$ cat src/hw/rtl/auv_pkg.sv
// ----------------------------------------------------------------------------
// auv_pkg
// Shared types, constants and small helpers for the angles-to-unit-vector core.
// ----------------------------------------------------------------------------
package auv_pkg;

	localparam int AUV_ANGLE_BITS = 16;
	localparam int CORDIC_N       = 28;
	// z stage, CORDIC_N rotations, square stage
	localparam int CORDIC_LAT     = CORDIC_N + 2;
	localparam int DIV_Q_BITS     = 31;
	localparam int SQRT_STEPS     = 31;

	localparam logic [30:0]        ONE_Q30     = 31'h4000_0000;
	localparam logic signed [33:0] CORDIC_GAIN = 34'sd652032874;

	typedef logic [30:0] q30_t;

	typedef struct packed {
		logic signed [15:0] angle_xy;
		logic signed [15:0] angle_yz;
		logic signed [15:0] angle_zx;
	} angles_t;

	typedef struct packed {
		logic signed [15:0] comp_x;
		logic signed [15:0] comp_y;
		logic signed [15:0] comp_z;
	} vec_t;

	// solve plan for one word, fixed once the angles are ranked
	typedef struct packed {
		logic       dim3;
		logic       ge2;
		logic       ge1;
		logic [1:0] r0;
		logic [1:0] r1;
		logic       flip;
		logic [1:0] pivot3;
		logic       neg3;
		logic [1:0] e_idx;
		logic [1:0] pivot2;
		logic       neg2;
		logic [1:0] pivot1;
		logic       neg1;
	} ctl_t;

	function automatic logic [31:0] atan_q(input int i);
		logic [31:0] r;
		case (i)
			0:  r = 32'd536870912;
			1:  r = 32'd316933406;
			2:  r = 32'd167458907;
			3:  r = 32'd85004756;
			4:  r = 32'd42667331;
			5:  r = 32'd21354465;
			6:  r = 32'd10679838;
			7:  r = 32'd5340245;
			8:  r = 32'd2670163;
			9:  r = 32'd1335087;
			10: r = 32'd667544;
			11: r = 32'd333772;
			12: r = 32'd166886;
			13: r = 32'd83443;
			14: r = 32'd41722;
			15: r = 32'd20861;
			16: r = 32'd10430;
			17: r = 32'd5215;
			18: r = 32'd2608;
			19: r = 32'd1304;
			20: r = 32'd652;
			21: r = 32'd326;
			22: r = 32'd163;
			23: r = 32'd81;
			24: r = 32'd41;
			25: r = 32'd20;
			26: r = 32'd10;
			27: r = 32'd5;
			default: r = 32'd0;
		endcase
		return r;
	endfunction

	// (i+1) mod 3
	function automatic logic [1:0] idx_next(input logic [1:0] i);
		logic [1:0] r;
		case (i)
			2'd0: r = 2'd1;
			2'd1: r = 2'd2;
			default: r = 2'd0;
		endcase
		return r;
	endfunction

	// (i+2) mod 3
	function automatic logic [1:0] idx_prev(input logic [1:0] i);
		logic [1:0] r;
		case (i)
			2'd0: r = 2'd2;
			2'd1: r = 2'd0;
			default: r = 2'd1;
		endcase
		return r;
	endfunction

endpackage

$ cat src/hw/rtl/auv_sqrt.sv
// ----------------------------------------------------------------------------
// auv_sqrt
// Pipelined integer floor square root of a Q60 value, one root bit per stage.
// ----------------------------------------------------------------------------
module auv_sqrt
	import auv_pkg::*;
(
	input  logic        clk,
	input  logic [60:0] rad,
	output logic [30:0] root
);

	logic [60:0] v_s [0:SQRT_STEPS];
	logic [60:0] r_s [0:SQRT_STEPS];

	assign v_s[0] = rad;
	assign r_s[0] = '0;

	for (genvar g = 0; g < SQRT_STEPS; g++) begin : g_step
		localparam logic [60:0] BIT = 61'(1) << (2 * (SQRT_STEPS - 1 - g));
		logic [61:0] trial;
		assign trial = {1'b0, r_s[g]} + {1'b0, BIT};
		always_ff @(posedge clk) begin
			if ({1'b0, v_s[g]} >= trial) begin
				v_s[g+1] <= v_s[g] - trial[60:0];
				r_s[g+1] <= (r_s[g] >> 1) + BIT;
			end else begin
				v_s[g+1] <= v_s[g];
				r_s[g+1] <= r_s[g] >> 1;
			end
		end
	end

	assign root = r_s[SQRT_STEPS][30:0];

endmodule

$ cat config.mk
export PLATFORM = sky130hd
export DESIGN_NAME = auv_sqrt
export DESIGN_NICKNAME = d
export VERILOG_FILES = /design/src/hw/rtl/auv_pkg.sv /design/src/hw/rtl/auv_sqrt.sv
export SDC_FILE = /design/constraint.sdc
export NUM_CORES = 2
export LEC_CHECK = 0
export BUFFER_PORTS_ARGS = -buffer_cell sky130_fd_sc_hd__buf_4
export CORE_MARGIN = 2
export CORE_UTILIZATION = 38
export CTS_BUF_LIST = sky130_fd_sc_hd__clkbuf_4 sky130_fd_sc_hd__clkbuf_8
export CTS_CLUSTER_SIZE = 10
export DETAILED_ROUTE_END_ITERATION = 12
export SYNTH_ARGS = -nofsm -noshare
export SYNTH_HDL_FRONTEND = slang
export SYNTH_SLANG_ARGS = --single-unit
$ cat constraint.sdc
create_clock -name clk -period 3.96 [get_ports clk]
set_clock_uncertainty 0.2 [all_clocks]
set_input_delay 0.99 -clock clk [delete_from_list [all_inputs] [get_ports clk]]
set_output_delay 0.99 -clock clk [all_outputs]
set_load 0.02 [all_outputs]
==> impl_metrics.json <==
{
  "hold_class": "reg -> reg",
  "ys_seq_area_share_pct": 53.1,
  "min_period_ps": 3830,
  "cts_buffers": 382,
  "worstMarginPinSlew_ps": 992,
  "drtAntennaViolNets": 0,
  "place.port_buffers": 92,
  "start_util_pct": 38.2,
  "min_path_cells": 0,
  "rows": 176,
  "syn_area_per_cell_um2": 10.0,
  "dp_hpwl_um": 177000,
  "core-area_um2": 230000,
  "worstPathArrival_ps": 4560,
  "clockRootBuffer": "clkbuf_8",
  "layout-drive-gt1-share_pct": 11.6,
  "antenna_found_initial": 5,
  "max_stage_delay_ps": 570,
  "setup_slack_ps": 134,
  "grt_pass1_vias": 64300,
  "dieWidth_um": 484,
  "routabilityCongestion": 0.913,
  "post-place-ws_ps": 0.843,
  "nets": 9881,
  "fp.dieH_um": 484,
  "fmax_ghz": 0.261,
  "required_ps": 4700,
  "ys_dominant_reg_cell": "dfxtp_1",
  "period_share_pct": 96.6,
  "cts_buffer_depth": 4,
  "reg2reg_to": "v_s[228]$_DFF_P_",
  "ir_worst_vdd_v": 0.000522,
  "yosysUniqueCellTypes": 105,
  "synth_area_um2": 87700,
  "worstPathBufferInverterCount": 2,
  "first_iter_violations": 3605,
  "synth_seq_cells": 2326,
  "grt_pass1_wl_um": 356000,
  "dieArea_um2": 235000,
  "path_cells": "inv_1 > ha_1 > or4bb_1 > nor4_2 > buf_4 > nand4b_1 > nand4_1 > a21oi_1 > o21a_1 > or4_4 > or4_4 > nor3_2 > xor2_1",
  "syn_nets": 9345,
  "relSlewSlack_pct": 32.2,
  "whs_ps": 91.6,
  "rsz0062_at_grt": "yes",
  "critPathMostFrequentCell": "or4_4",
  "clock_latency_ps": 1030,
  "cts_num_sinks": 2326,
  "setup_viol": 0,
  "leakage_uw": 0.0464,
  "grtUsageTotal_pct": 19.0,
  "hold_viol_final": 0,
  "rr_startpoint": "r_s[253]$_DFF_P_",
  "synth_warnings": 0,
  "outcome": "finished, final reports clean",
  "crit_path_max_fanout": 4,
  "vias": 63500,
  "reg2reg_depth": 13,
  "startpoint_type": "flop",
  "area_delta_synth_final_pct": 16.2,
  "min_to": "r_s[336]$_DFF_P_",
  "hold_start": "r_s[398]$_DFF_P_",
  "totalWireLength_um": 228000,
  "syn_inst": 8759,
  "worstSetupEndpointType": "flop",
  "synth-edff-count": 0,
  "first_pass_iters": 6,
  "grt.overflow.total": 0,
  "cts_tree": "yes",
  "power_density_nw_per_um2": 740,
  "path_delay_family": "simple AND/OR/NAND/NOR gates",
  "grt_max_degree": 51,
  "r2r_slack_ps": 130,
  "ioPinCount": 93,
  "wl_per_cell_um": 18.1,
  "crit_path_top_delay_cell": "or4_4",
  "htree_num_levels": 5,
  "viasPerCell": 5.04,
  "path_clk_slew_ps": 60,
  "drcViolationCount": 0,
  "async_flop_share_pct": 0,
  "cap_violations": 0,
  "worstSetupPathType": "reg -> reg",
  "drv_slew": 0,
  "setup_tns_ps": 0
}
worst max-delay path by stage:
stage,from,end,slack [ps],depth (start not counted)
finish,r_s[253]$_DFF_P_,v_s[228]$_DFF_P_,130,13
global route,r_s[378]$_DFF_P_,v_s[363]$_DFF_P_,-30,12
CTS,r_s[261]$_DFF_P_,v_s[236]$_DFF_P_,50,13
detailed placement,r_s[709]$_DFF_P_,v_s[652]$_DFF_P_,0.8,13
global placement,r_s[709]$_DFF_P_,v_s[652]$_DFF_P_,-120,13
floorplan,r_s[253]$_DFF_P_,v_s[236]$_DFF_P_,510,13
cells in the final DEF (no fill, tap or decap), types with 24 or more instances in the layout:
cell and count:
or4_1 71, clkbuf_4 96, o21a_1 95, xnor2_1 424
o21bai_1 41, o21ai_0 416, inv_1 643, dfxtp_1 2326
nor2_1 588, a21oi_1 519, xor2_1 361, a211oi_1 38
nand3_1 145, o31ai_1 48, mux2_2 67, nand2_1 602
a21o_1 218, a21boi_0 28, or3_1 70, nand2b_1 91
nor3_1 219, nand4_1 135, ha_1 522, a31oi_1 37
nor4_1 265, or2_2 33, clkbuf_8 466, o211ai_1 25
nor2b_1 83, and2_1 35, nand4b_1 24, nor4b_1 46
and3_1 27, buf_4 252, clkinv_2 62, dlygate4sd3_1 61
state kept, by name (all words and copies together), names as in the netlist:
| name | cells |
|---|---|
| r_s | 465 |
| root | 31 |
| v_s | 1830 |
where the power goes:
part	internal [uW]	switching, uW	leakage, uW
clock network	13000	9210	0.00439
registers	28800	4840	0.0195
logic	8720	10900	0.0225
total	50500	24900	0.0464
synthesized netlist by cell type (10+ instances only):
library cell / instances / share of area (%)
buf_1: 11 / 0.047
o31a_1: 10 / 0.10
ha_1: 523 / 7.5
nor3b_1: 21 / 0.18
and3_1: 27 / 0.19
or3_1: 70 / 0.50
a2111oi_0: 20 / 0.20
xnor2_1: 424 / 4.2
or4_1: 71 / 0.61
or2_2: 33 / 0.24
and4b_1: 11 / 0.13
o2111ai_1: 11 / 0.11
nand3b_1: 23 / 0.20
nand2b_1: 91 / 0.65
nor2b_1: 83 / 0.59
and2_1: 35 / 0.25
a31oi_1: 40 / 0.29
nor3_1: 221 / 1.3
o21bai_1: 41 / 0.35
dfxtp_1: 2326 / 53
nand4_1: 135 / 0.96
mux2i_1: 11 / 0.13
a21boi_0: 29 / 0.25
and4_1: 20 / 0.20
a211o_1: 15 / 0.15
o41ai_1: 17 / 0.17
o211ai_1: 25 / 0.21
mux2_2: 67 / 0.86
o21a_1: 95 / 0.81
nand3_1: 145 / 0.83
a21o_1: 218 / 1.9
a21oi_1: 519 / 3.0
a211oi_1: 38 / 0.33
nor2_1: 589 / 2.5
nand2_1: 603 / 2.6
xor2_1: 361 / 3.6
inv_1: 644 / 2.8
o31ai_1: 49 / 0.42
nor4b_1: 46 / 0.46
clkbuf_1: 142 / 0.61
o21ai_0: 419 / 2.4
nand4b_1: 24 / 0.24
nor4_1: 273 / 1.9
a31o_2: 10 / 0.10
cell type report:
type                       count  area [um2]
inverter                     649        2440
multi-input combinational   5614       38200
tap                         3026        3790
clock buffer                 562        7130
clock inverter                98        1110
antenna                        5        12.5
timing repair buffer         322        2680
sequential                  2326       46600
fill                       21600      128000
cell families after synthesis:
group	synth area share, %
compound gates	11.9
xor+xnor	7.84
fa+ha+maj	7.49
buf+inv	3.56
flops	53.1
mux	1.02
other cells	0.00428
simple gates	15.1
what timing repair did:
item                       in CTS  in global routing
setup endpoints to repair       3                 44
hold endpoints to repair       61                  0
hold buffers                   61                  0
pin swaps                       0                  2
setup buffers                   0                  1
resized for setup               1                 25
through the flow:
stage          power (uW)  util, %  instance area (um2)  cells
2_1_floorplan       46600        -                87700   8759
3_3_place_gp        53100     40.5                92900  11900
3_5_place_dp        53300     40.5                92900  11900
4_1_cts             75900     44.3               102000  12600
5_1_grt             79800     44.4               102000  12600
6_report            75400     44.4               102000  12600
worst register-to-register path, cell delays in order (launching register included):
cell and delay, ps:
dfxtp_1 330, inv_1 50, ha_1 300, or4bb_1 530
nor4_2 340, buf_4 170, nand4b_1 100, nand4_1 130
a21oi_1 50, o21a_1 170, or4_4 570, or4_4 480
nor3_2 140, xor2_1 150
metal layers:
layer  vias up  global-route usage (%)  part of all wire (%)
met2      1503                    33.4                    49
li1      31600                       -                     -
met5         -                       0                     0
met1     29900                    23.3                    44
met4         0                    7.26                   3.5
met3       481                    2.68                   4.3
No activity file was read; power rests on OpenSTA's default activity.
