File: src/hw/rtl/auv_pkg.sv
// ----------------------------------------------------------------------------
// auv_pkg
// Shared types, constants and small helpers for the angles-to-unit-vector core.
// ----------------------------------------------------------------------------
package auv_pkg;

	localparam int AUV_ANGLE_BITS = 16;
	localparam int CORDIC_N       = 28;
	// z stage, CORDIC_N rotations, square stage
	localparam int CORDIC_LAT     = CORDIC_N + 2;
	localparam int DIV_Q_BITS     = 31;
	localparam int SQRT_STEPS     = 31;

	localparam logic [30:0]        ONE_Q30     = 31'h4000_0000;
	localparam logic signed [33:0] CORDIC_GAIN = 34'sd652032874;

	typedef logic [30:0] q30_t;

	typedef struct packed {
		logic signed [15:0] angle_xy;
		logic signed [15:0] angle_yz;
		logic signed [15:0] angle_zx;
	} angles_t;

	typedef struct packed {
		logic signed [15:0] comp_x;
		logic signed [15:0] comp_y;
		logic signed [15:0] comp_z;
	} vec_t;

	// solve plan for one word, fixed once the angles are ranked
	typedef struct packed {
		logic       dim3;
		logic       ge2;
		logic       ge1;
		logic [1:0] r0;
		logic [1:0] r1;
		logic       flip;
		logic [1:0] pivot3;
		logic       neg3;
		logic [1:0] e_idx;
		logic [1:0] pivot2;
		logic       neg2;
		logic [1:0] pivot1;
		logic       neg1;
	} ctl_t;

	function automatic logic [31:0] atan_q(input int i);
		logic [31:0] r;
		case (i)
			0:  r = 32'd536870912;
			1:  r = 32'd316933406;
			2:  r = 32'd167458907;
			3:  r = 32'd85004756;
			4:  r = 32'd42667331;
			5:  r = 32'd21354465;
			6:  r = 32'd10679838;
			7:  r = 32'd5340245;
			8:  r = 32'd2670163;
			9:  r = 32'd1335087;
			10: r = 32'd667544;
			11: r = 32'd333772;
			12: r = 32'd166886;
			13: r = 32'd83443;
			14: r = 32'd41722;
			15: r = 32'd20861;
			16: r = 32'd10430;
			17: r = 32'd5215;
			18: r = 32'd2608;
			19: r = 32'd1304;
			20: r = 32'd652;
			21: r = 32'd326;
			22: r = 32'd163;
			23: r = 32'd81;
			24: r = 32'd41;
			25: r = 32'd20;
			26: r = 32'd10;
			27: r = 32'd5;
			default: r = 32'd0;
		endcase
		return r;
	endfunction

	// (i+1) mod 3
	function automatic logic [1:0] idx_next(input logic [1:0] i);
		logic [1:0] r;
		case (i)
			2'd0: r = 2'd1;
			2'd1: r = 2'd2;
			default: r = 2'd0;
		endcase
		return r;
	endfunction

	// (i+2) mod 3
	function automatic logic [1:0] idx_prev(input logic [1:0] i);
		logic [1:0] r;
		case (i)
			2'd0: r = 2'd2;
			2'd1: r = 2'd0;
			default: r = 2'd1;
		endcase
		return r;
	endfunction

endpackage

File: src/hw/rtl/auv_front.sv
// ----------------------------------------------------------------------------
// auv_front
// Wraps and folds the three angles, flags exact ones and plans the solve.
// ----------------------------------------------------------------------------
module auv_front
	import auv_pkg::*;
#(
	parameter int ANGLE_BITS = AUV_ANGLE_BITS
) (
	input  logic                    clk,
	input  logic                    arst_n,
	input  logic                    in_valid,
	input  angles_t                 cmd,
	input  logic [9:0]              thr,
	output logic                    out_valid,
	output ctl_t                    ctl,
	output logic signed [ANGLE_BITS:0] angle [3]
);

	localparam int AW = ANGLE_BITS + 1;
	localparam logic signed [AW-1:0] HALF    = AW'(2 ** (ANGLE_BITS - 1));
	localparam logic signed [AW-1:0] QUARTER = AW'(2 ** (ANGLE_BITS - 2));
	localparam logic signed [AW-1:0] EIGHTH  = AW'(2 ** (ANGLE_BITS - 3));
	localparam logic [ANGLE_BITS-1:0] MIN_RAW = {1'b1, {(ANGLE_BITS-1){1'b0}}};

	logic signed [15:0]        fld [3];
	logic signed [AW-1:0]      a_s1 [3];
	logic [ANGLE_BITS-1:0]     eps_s1 [3];
	logic [2:0]                rm_s1 [3];
	logic                      valid_s1;
	logic signed [AW-1:0]      thr_s;

	assign fld[0] = cmd.angle_xy;
	assign fld[1] = cmd.angle_yz;
	assign fld[2] = cmd.angle_zx;
	assign thr_s  = AW'(thr);

	for (genvar g = 0; g < 3; g++) begin : g_ang
		localparam int INV  = (g + 1) % 3;
		localparam int OUTV = (g + 2) % 3;
		logic [ANGLE_BITS-1:0] raw;
		logic signed [AW-1:0]  v, f, m, t, qmf, d;
		logic [1:0]            k;
		logic [2:0]            rm;
		logic [ANGLE_BITS-1:0] eps;

		always_comb begin
			raw = ANGLE_BITS'($unsigned(fld[g]));
			v   = (raw == MIN_RAW) ? HALF : AW'($signed(raw));
			m   = -v;
			t   = '0;
			k   = '0;
			f   = '0;
			if (v > 0) begin
				t = v - AW'(1);
				k = 2'(t >>> (ANGLE_BITS - 2));
				f = v - (AW'(k) << (ANGLE_BITS - 2));
			end else if (v < 0) begin
				t = m + QUARTER - AW'(1);
				k = 2'(t >>> (ANGLE_BITS - 2));
				f = (AW'(k) << (ANGLE_BITS - 2)) - m;
			end
			qmf = QUARTER - f;
			rm  = '0;
			if (f < thr_s) begin
				rm[k[0] ? INV : OUTV] = 1'b1;
			end else if (qmf < thr_s) begin
				rm[k[0] ? OUTV : INV] = 1'b1;
			end
			d   = (f >= EIGHTH) ? (f - EIGHTH) : (EIGHTH - f);
			eps = ANGLE_BITS'(d);
		end

		always_ff @(posedge clk) begin
			a_s1[g]   <= v;
			eps_s1[g] <= eps;
			rm_s1[g]  <= rm;
		end
	end

	ctl_t       ctl_d;
	logic [2:0] eq, eq_a, eq_b;
	logic [1:0] o0, o1, o2, tmp, e_idx, piv3, piv2, piv1;
	logic       dim3, ge2, ge1, flip;

	always_comb begin
		eq   = ~(rm_s1[0] | rm_s1[1] | rm_s1[2]);
		dim3 = (eq == 3'b111);
		tmp = 2'd0;
		o0 = 2'd0;
		o1 = 2'd1;
		o2 = 2'd2;
		// stable descending rank by distance from pi/4
		if (eps_s1[o0] < eps_s1[o1]) begin
			tmp = o0; o0 = o1; o1 = tmp;
		end
		if (eps_s1[o1] < eps_s1[o2]) begin
			tmp = o1; o1 = o2; o2 = tmp;
		end
		if (eps_s1[o0] < eps_s1[o1]) begin
			tmp = o0; o0 = o1; o1 = tmp;
		end
		flip = idx_next(o0) != idx_prev(o1);
		piv3 = flip ? idx_prev(o0) : idx_next(o0);
		eq_a = eq;
		if (dim3) eq_a[piv3] = 1'b0;
		ge2  = dim3 || ($countones(eq) == 2);
		e_idx = !eq_a[0] ? 2'd0 : (!eq_a[1] ? 2'd1 : 2'd2);
		piv2 = idx_next(e_idx);
		eq_b = eq_a;
		if (ge2) eq_b[piv2] = 1'b0;
		ge1  = ge2 || ($countones(eq) == 1);
		piv1 = eq_b[2] ? 2'd2 : (eq_b[1] ? 2'd1 : 2'd0);

		ctl_d.dim3   = dim3;
		ctl_d.ge2    = ge2;
		ctl_d.ge1    = ge1;
		ctl_d.r0     = o0;
		ctl_d.r1     = o1;
		ctl_d.flip   = flip;
		ctl_d.pivot3 = piv3;
		ctl_d.neg3   = flip ? a_s1[o0][AW-1] : a_s1[o1][AW-1];
		ctl_d.e_idx  = e_idx;
		ctl_d.pivot2 = piv2;
		ctl_d.neg2   = (a_s1[e_idx] >= QUARTER) || (a_s1[e_idx] <= -QUARTER);
		ctl_d.pivot1 = piv1;
		ctl_d.neg1   = a_s1[idx_next(piv1)][AW-1];
	end

	always_ff @(posedge clk) begin
		ctl   <= ctl_d;
		angle <= a_s1;
	end

	always_ff @(posedge clk or negedge arst_n) begin
		if (!arst_n) begin
			valid_s1  <= 1'b0;
			out_valid <= 1'b0;
		end else begin
			valid_s1  <= in_valid;
			out_valid <= valid_s1;
		end
	end

endmodule

File: config.mk
export PLATFORM = sky130hd
export DESIGN_NAME = auv_front
export DESIGN_NICKNAME = d
export VERILOG_FILES = /design/src/hw/rtl/auv_pkg.sv /design/src/hw/rtl/auv_front.sv
export SDC_FILE = /design/constraint.sdc
export NUM_CORES = 1
export LEC_CHECK = 0
export ABC_CLOCK_PERIOD_IN_PS = 6600
export BUFFER_PORTS_ARGS = -buffer_cell sky130_fd_sc_hd__buf_4
export CORE_MARGIN = 2
export CORE_UTILIZATION = 62
export CTS_BUF_LIST = sky130_fd_sc_hd__clkbuf_4
export CTS_CLUSTER_DIAMETER = 30
export DETAILED_ROUTE_END_ITERATION = 6
export GPL_TIMING_DRIVEN = 1
export MAX_ROUTING_LAYER = met4
export PLACE_DENSITY = 0.83
export SLEW_MARGIN = 20
export SYNTH_ARGS = -nofsm -noshare
export SYNTH_HDL_FRONTEND = slang
export SYNTH_SLANG_ARGS = --single-unit
File: constraint.sdc
create_clock -name clk -period 6.6 [get_ports clk]
set_input_delay 1.98 -clock clk [delete_from_list [all_inputs] [get_ports clk]]
set_output_delay 1.98 -clock clk [all_outputs]
set_load 0.005 [all_outputs]
==> impl_metrics.py, run 1 <==
metrics = {
    "sta": {
        "timing.setup.tns_ns": 0,
        "finalSetupViolCount": 0,
        "clock_skew_ns": 0.0248,
        "slew_viol_final": 0,
        "grt_setup_unrepaired": "no",
        "hold_viol_final": 0,
        "fin_crit_ns": 6.18,
        "timing.fmax_ghz": 0.162,
        "hold_slack_ns": 0.338,
        "slew_headroom": 0.497,
        "worst_slew_pin_slew_ns": 0.743,
        "post-route-period-util": 0.936,
    },
    "setup_path": {
        "crit_fanout": 18,
        "r2r_slack_ns": 0.42,
        "start_kind": "register",
        "endpoint_kind": "register",
        "slowest_delay_ns": 0.50,
        "timing.rr.end": "ctl[14]",
        "cp.arrival_ns": 6.65,
        "path_class": "register to register",
        "reg2reg_from": "eps_s1[1][6]",
        "startpoint": "eps_s1[1][6]",
        "required_ns": 7.07,
        "reg2reg_depth": 29,
        "crit_slowest_cell": "o221a_2",
    },
    "grt": {
        "grt_overflow": 0,
        "grt_pass1_vias": 12100,
        "antenna_found_initial": 1,
        "grt_pass1_wl_mm": 61.7,
        "grt_max_degree": 27,
        "grt_usage": 0.352,
    },
    "placement": {
        "gp_congestion": 1.03,
        "io_buffers": 131,
        "place_area_mm2": 0.0149,
        "dpl.hpwl_mm": 31.3,
    },
    "yosys": {
        "seq_area_frac_synth": 0.265,
        "synth_fp_nets": 1849,
        "synthAdderAreaFrac": 0.123,
        "synth_area_leader_cell": "dfxtp_1",
        "muxShareOfSynthArea": 0.0511,
        "synth.avg_cell_area_um2": 8.03,
        "synth_area_leaders": "dfxtp_1 (26%), ha_1 (12%), xnor2_1 (5.0%)",
        "mappedNetlistArea_mm2": 0.0133,
        "synth_top_area_share": 0.262,
        "netlist_instances": 1658,
        "synth-seq-cells": 176,
        "synth_edf_count": 0,
        "ys.flop_type": "dfxtp_1",
        "synth_compound_area_frac": 0.200,
        "synth-xor-area-share": 0.0717,
        "synth_top_family_by_area": "simple AND/OR/NAND/NOR gates",
        "ys_async_sr_fraction": 0.0114,
        "synth_most_common_cell": "dfxtp_1",
        "synth-simple-area-share": 0.226,
        "yosys_warnings": 0,
        "yosys.cell_types.count": 95,
        "synth_common_cells": "dfxtp_1 (174), ha_1 (129), nand2_1 (127)",
    },
    "floorplanning": {
        "core-area_mm2": 0.0210,
        "io_pins": 132,
        "die_width_um": 151,
        "die_y_um": 151,
        "rows": 53,
        "initial_utilization": 0.634,
        "dieArea_mm2": 0.0227,
    },
    "worst_hold_path": {
        "hold_depth": 0,
        "min_to": "angle[7]",
        "hp-class": "register to register",
        "hp-start": "a_s1[7]",
    },
    "drt": {
        "num_vias": 13100,
        "drt-total-wl_mm": 39.3,
        "ant_nets": 0,
        "via_per_inst": 6.32,
        "drc": 0,
        "wl_per_cell_um": 19.0,
        "drt_iter0_drc": 1184,
        "first_pass_iters": 5,
    },
    "layout": {
        "drive_gt1_frac": 0.182,
        "area_delta_synth_final_pct": 13.8,
        "nets": 1969,
        "final_area_mm2": 0.0152,
    },
    "cts": {
        "post_cts_buffers": 0,
        "numCtsBuffers": 17,
        "hold_buffers": 0,
        "cts_buffer_depth": 2,
        "clockRootBuffer": "clkbuf_4",
        "postCtsResizedCells": 0,
        "htreeDepth": 4,
        "cts.sinks": 176,
        "cts_tree": "yes",
        "clk_pin_slew_ns": 0.16,
        "clk_latency_ns": 0.58,
    },
    "flow_run": {
        "drv_cap": 0,
    },
    "power_and_ir_drop": {
        "cellPowerDensity_mw_per_mm2": 241,
        "ir_worst_vdd_v": 0.000182,
        "p_leak_nw": 6.77,
    },
    "outcome": {
        "status": "finished, final reports clean",
    },
}
-- cells by family after synthesis --
group,after synthesis
and+or+nand+nor,568
AOI/OAI and AO/OA,389
muxes,65
DFF,176
xor gates and xnor gates,109
buffers and inverters,221
adders and majority gates,130
-- layout make-up --
cell class / count / area [µm²]
Sequential cell: 176 / 3530
Antenna cell: 1 / 2.50
Timing Repair Buffer: 217 / 1630
Fill cell: 1691 / 5860
Inverter: 105 / 394
Clock buffer: 19 / 143
Tap cell: 275 / 344
Clock inverter: 13 / 129
Multi-Input combinational cell: 1261 / 8980
-- worst max-delay path, delay by kind of cell, from the launching register on --
kind / cells / cell delay, ns
compound gates: 16 / 3.34
fa+ha+maj: 3 / 0.87
buf+inv: 2 / 0.39
flops: 1 / 0.39
mux: 2 / 0.59
simple gates: 6 / 0.47
-- metal layers --
metal	up-vias	GRT usage	share of wire	wire, µm
met5	-	-	0	0
met3	94	0.0403	0.087	3410
li1	6221	-	-	-
met1	6090	0.464	0.43	16800
met2	654	0.555	0.45	17700
met4	0	0.133	0.034	1330
-- cell usage in the layout (no fill, tap or decap), types with 10 or more instances in the layout --
master,count
dfxtp_1,174
inv_1,103
or4_1,11
nor2_1,114
nor3_1,42
mux2i_1,41
mux2_2,22
o21ai_0,87
a21o_1,31
nand3_1,53
a31oi_1,18
nor2b_1,24
or2_2,15
o21a_1,10
nand2_1,127
nor4_1,21
and2_1,17
buf_4,217
a21oi_1,77
o211ai_1,18
xor2_1,33
xnor2_1,76
a211o_1,10
nand2b_1,18
or3_1,22
and3_1,16
nand4_1,42
o21ai_1,10
ha_1,129
clkbuf_4,19
-- per-stage QoR --
stage	std cells	util	power, mW	setup WS, ns
final	2067	0.721	3.65	0.420
after global routing	2067	0.721	3.89	0.116
after floorplan	1658	-	2.50	0.0483
after global placement	2034	0.708	2.95	0.114
after CTS	2066	0.721	3.62	0.620
after detailed placement	2034	0.708	3.02	0.0225
-- report_power, final --
group	leakage, nW	total [mW]	switching [mW]	internal, mW
Clock	0.156	0.603	0.398	0.205
Sequential	1.49	1.31	0.0920	1.21
Combinational	5.13	1.74	0.962	0.778
-- flip-flops by register name, indices dropped and copies added (netlist names) --
signal	cells
angle	51
ctl	18
rm_s1	6
valid_s1	1
out_valid	1
a_s1	51
eps_s1	48
-- worst max-delay path by stage --
| stage | end | slack, ns | cells after the start |
|---|---|---|---|
| 2_1_floorplan | rm_s1[0][3] | 0.05 | 23 |
| 3_5_place_dp | rm_s1[0][2] | 0.02 | 19 |
| 6_report | ctl[14] | 0.42 | 29 |
| 5_1_grt | ctl[14] | 0.12 | 29 |
| 4_1_cts | rm_s1[0][2] | 0.62 | 19 |
| 3_3_place_gp | eps_s1[0][3] | 0.11 | 16 |
No activity file was read; power rests on OpenSTA's default activity.
==> run 2: changes to the inputs <==
--- a/config.mk
+++ b/config.mk
@@ -8,13 +8,13 @@
 export ABC_CLOCK_PERIOD_IN_PS = 6600
 export BUFFER_PORTS_ARGS = -buffer_cell sky130_fd_sc_hd__buf_4
 export CORE_MARGIN = 2
-export CORE_UTILIZATION = 62
+export CORE_UTILIZATION = 60
 export CTS_BUF_LIST = sky130_fd_sc_hd__clkbuf_4
 export CTS_CLUSTER_DIAMETER = 30
 export DETAILED_ROUTE_END_ITERATION = 6
 export GPL_TIMING_DRIVEN = 1
 export MAX_ROUTING_LAYER = met4
-export PLACE_DENSITY = 0.83
+export PLACE_DENSITY = 0.81
 export SLEW_MARGIN = 20
 export SYNTH_ARGS = -nofsm -noshare
 export SYNTH_HDL_FRONTEND = slang
==> impl_metrics.py, run 2 (synthesis results as in run 1) <==
metrics = {
    "outcome": {
        "status": "complete, but fails checks",
        "violations": "design-rule violations",
    },
    "drt": {
        "drt_iter0_drc": 1085,
        "first_pass_iters": 7,
        "ant_nets": 0,
        "drc": 1,
        "drt-total-wl_mm": 40.5,
        "num_vias": 13200,
        "wl_per_cell_um": 19.3,
        "via_per_inst": 6.28,
    },
    "flow_run": {
        "drv_cap": 0,
    },
    "layout": {
        "fin_cells": 2096,
        "final_util": 0.705,
        "drive_gt1_frac": 0.193,
        "final_common_cell": "buf_4",
        "area_delta_synth_final_pct": 15.5,
        "layout_common_cells": "buf_4 (240), dfxtp_1 (174), ha_1 (129)",
        "nets": 1993,
        "largestRegisters": "a_s1: 51 flops, angle: 51 flops, eps_s1: 48 flops",
        "final_area_mm2": 0.0154,
    },
    "sta": {
        "slew_headroom": 0.524,
        "clock_skew_ns": 0.0437,
        "worst_slew_pin_slew_ns": 0.703,
        "finalSetupViolCount": 0,
        "timing.fmax_ghz": 0.163,
        "slew_viol_final": 0,
        "fin_crit_ns": 6.13,
        "post-route-period-util": 0.929,
        "hold_viol_final": 0,
        "grt_setup_unrepaired": "no",
        "hold_slack_ns": 0.335,
    },
    "setup_path": {
        "cp.arrival_ns": 6.57,
        "timing.rr.end": "ctl[12]",
        "path_class": "input port to register",
        "path_buf_inv": 2,
        "crit_fanout": 16,
        "slowest_delay_ns": 0.66,
        "start_kind": "input port",
        "crit_slowest_cell": "or4_1",
        "reg2reg_from": "eps_s1[1][1]",
        "reg2reg_depth": 30,
        "crit_chain": "buf_4, or4_1, or4_1, a211o_1, a22oi_1, nand4_1, ha_1, or3_1, and2_1, xor2_1, o22ai_2, inv_1, ha_1, and2_1, a21o_1, nor2b_1, xor2_1",
        "r2r_slack_ns": 0.50,
        "endpoint_kind": "register",
        "crit_family": "simple AND/OR/NAND/NOR gates",
        "required_ns": 7.04,
    },
    "grt": {
        "antenna_found_initial": 1,
        "grt_usage": 0.349,
        "grt_pass1_wl_mm": 64.8,
        "grt_overflow": 0,
        "grt_pass1_vias": 12300,
        "grt_max_degree": 35,
    },
    "cts": {
        "clk_latency_ns": 0.57,
        "cts.sinks": 176,
        "cts_tree": "yes",
        "clk_pin_slew_ns": 0.17,
        "numCtsBuffers": 17,
        "post_cts_buffers": 0,
        "clockRootBuffer": "clkbuf_4",
        "postCtsResizedCells": 0,
        "hold_buffers": 0,
        "htreeDepth": 4,
        "cts_buffer_depth": 2,
    },
    "placement": {
        "gp_congestion": 1.04,
        "place_area_mm2": 0.0151,
        "placedCellCount": 2063,
        "io_buffers": 131,
        "dpl.hpwl_mm": 32.5,
    },
    "power_and_ir_drop": {
        "p_leak_nw": 6.90,
        "finalPower_mw": 3.73,
        "ir_worst_vdd_v": 0.000168,
        "cellPowerDensity_mw_per_mm2": 242,
    },
    "floorplanning": {
        "die_y_um": 153,
        "die_width_um": 153,
        "core-area_mm2": 0.0218,
        "dieArea_mm2": 0.0234,
        "rows": 54,
        "initial_utilization": 0.610,
        "io_pins": 132,
    },
    "worst_hold_path": {
        "hp-start": "a_s1[36]",
        "min_to": "angle[36]",
        "hp-class": "register to register",
        "hold_depth": 0,
    },
}
==> run 2: how the worst max path moves through the flow <==
stage	from	to	depth (start not counted)
3_5_place_dp	cmd[34]	rm_s1[0][1]	19
2_1_floorplan	cmd[17]	rm_s1[0][3]	23
4_1_cts	cmd[34]	eps_s1[0][6]	17
3_3_place_gp	cmd[34]	eps_s1[0][3]	16
5_1_grt	eps_s1[1][1]	ctl[12]	30
6_report	cmd[34]	eps_s1[0][6]	17
==> run 2: cell type report <==
| class | instances | area [µm²] |
|---|---|---|
| Clock buffer | 19 | 143 |
| Clock inverter | 13 | 151 |
| Inverter | 105 | 394 |
| Sequential cell | 176 | 3530 |
| Antenna cell | 1 | 2.50 |
| Tap cell | 280 | 350 |
| Multi-Input combinational cell | 1261 | 8990 |
| Fill cell | 1798 | 6430 |
| Timing Repair Buffer | 241 | 1820 |
==> run 2: routing by layer <==
metal  track usage  wire length, µm
met5             -                0
met4         0.119             1400
met3        0.0499             3380
met2         0.545            18300
met1         0.465            17500
==> run 2: through the flow <==
step / setup WS (ns) / TNS [ns]
2_1_floorplan: 0.0483 / 0
6_report: 0.466 / 0
5_1_grt: 0.114 / 0
3_5_place_dp: -0.0399 / -0.210
4_1_cts: 0.542 / 0
3_3_place_gp: 0.0923 / 0
==> run 2: where the power goes <==
group / leakage (nW) / switching (mW) / internal (mW)
clock network: 0.154 / 0.402 / 0.241
registers: 1.49 / 0.0930 / 1.21
logic: 5.25 / 0.978 / 0.799
total: 6.90 / 1.47 / 2.25
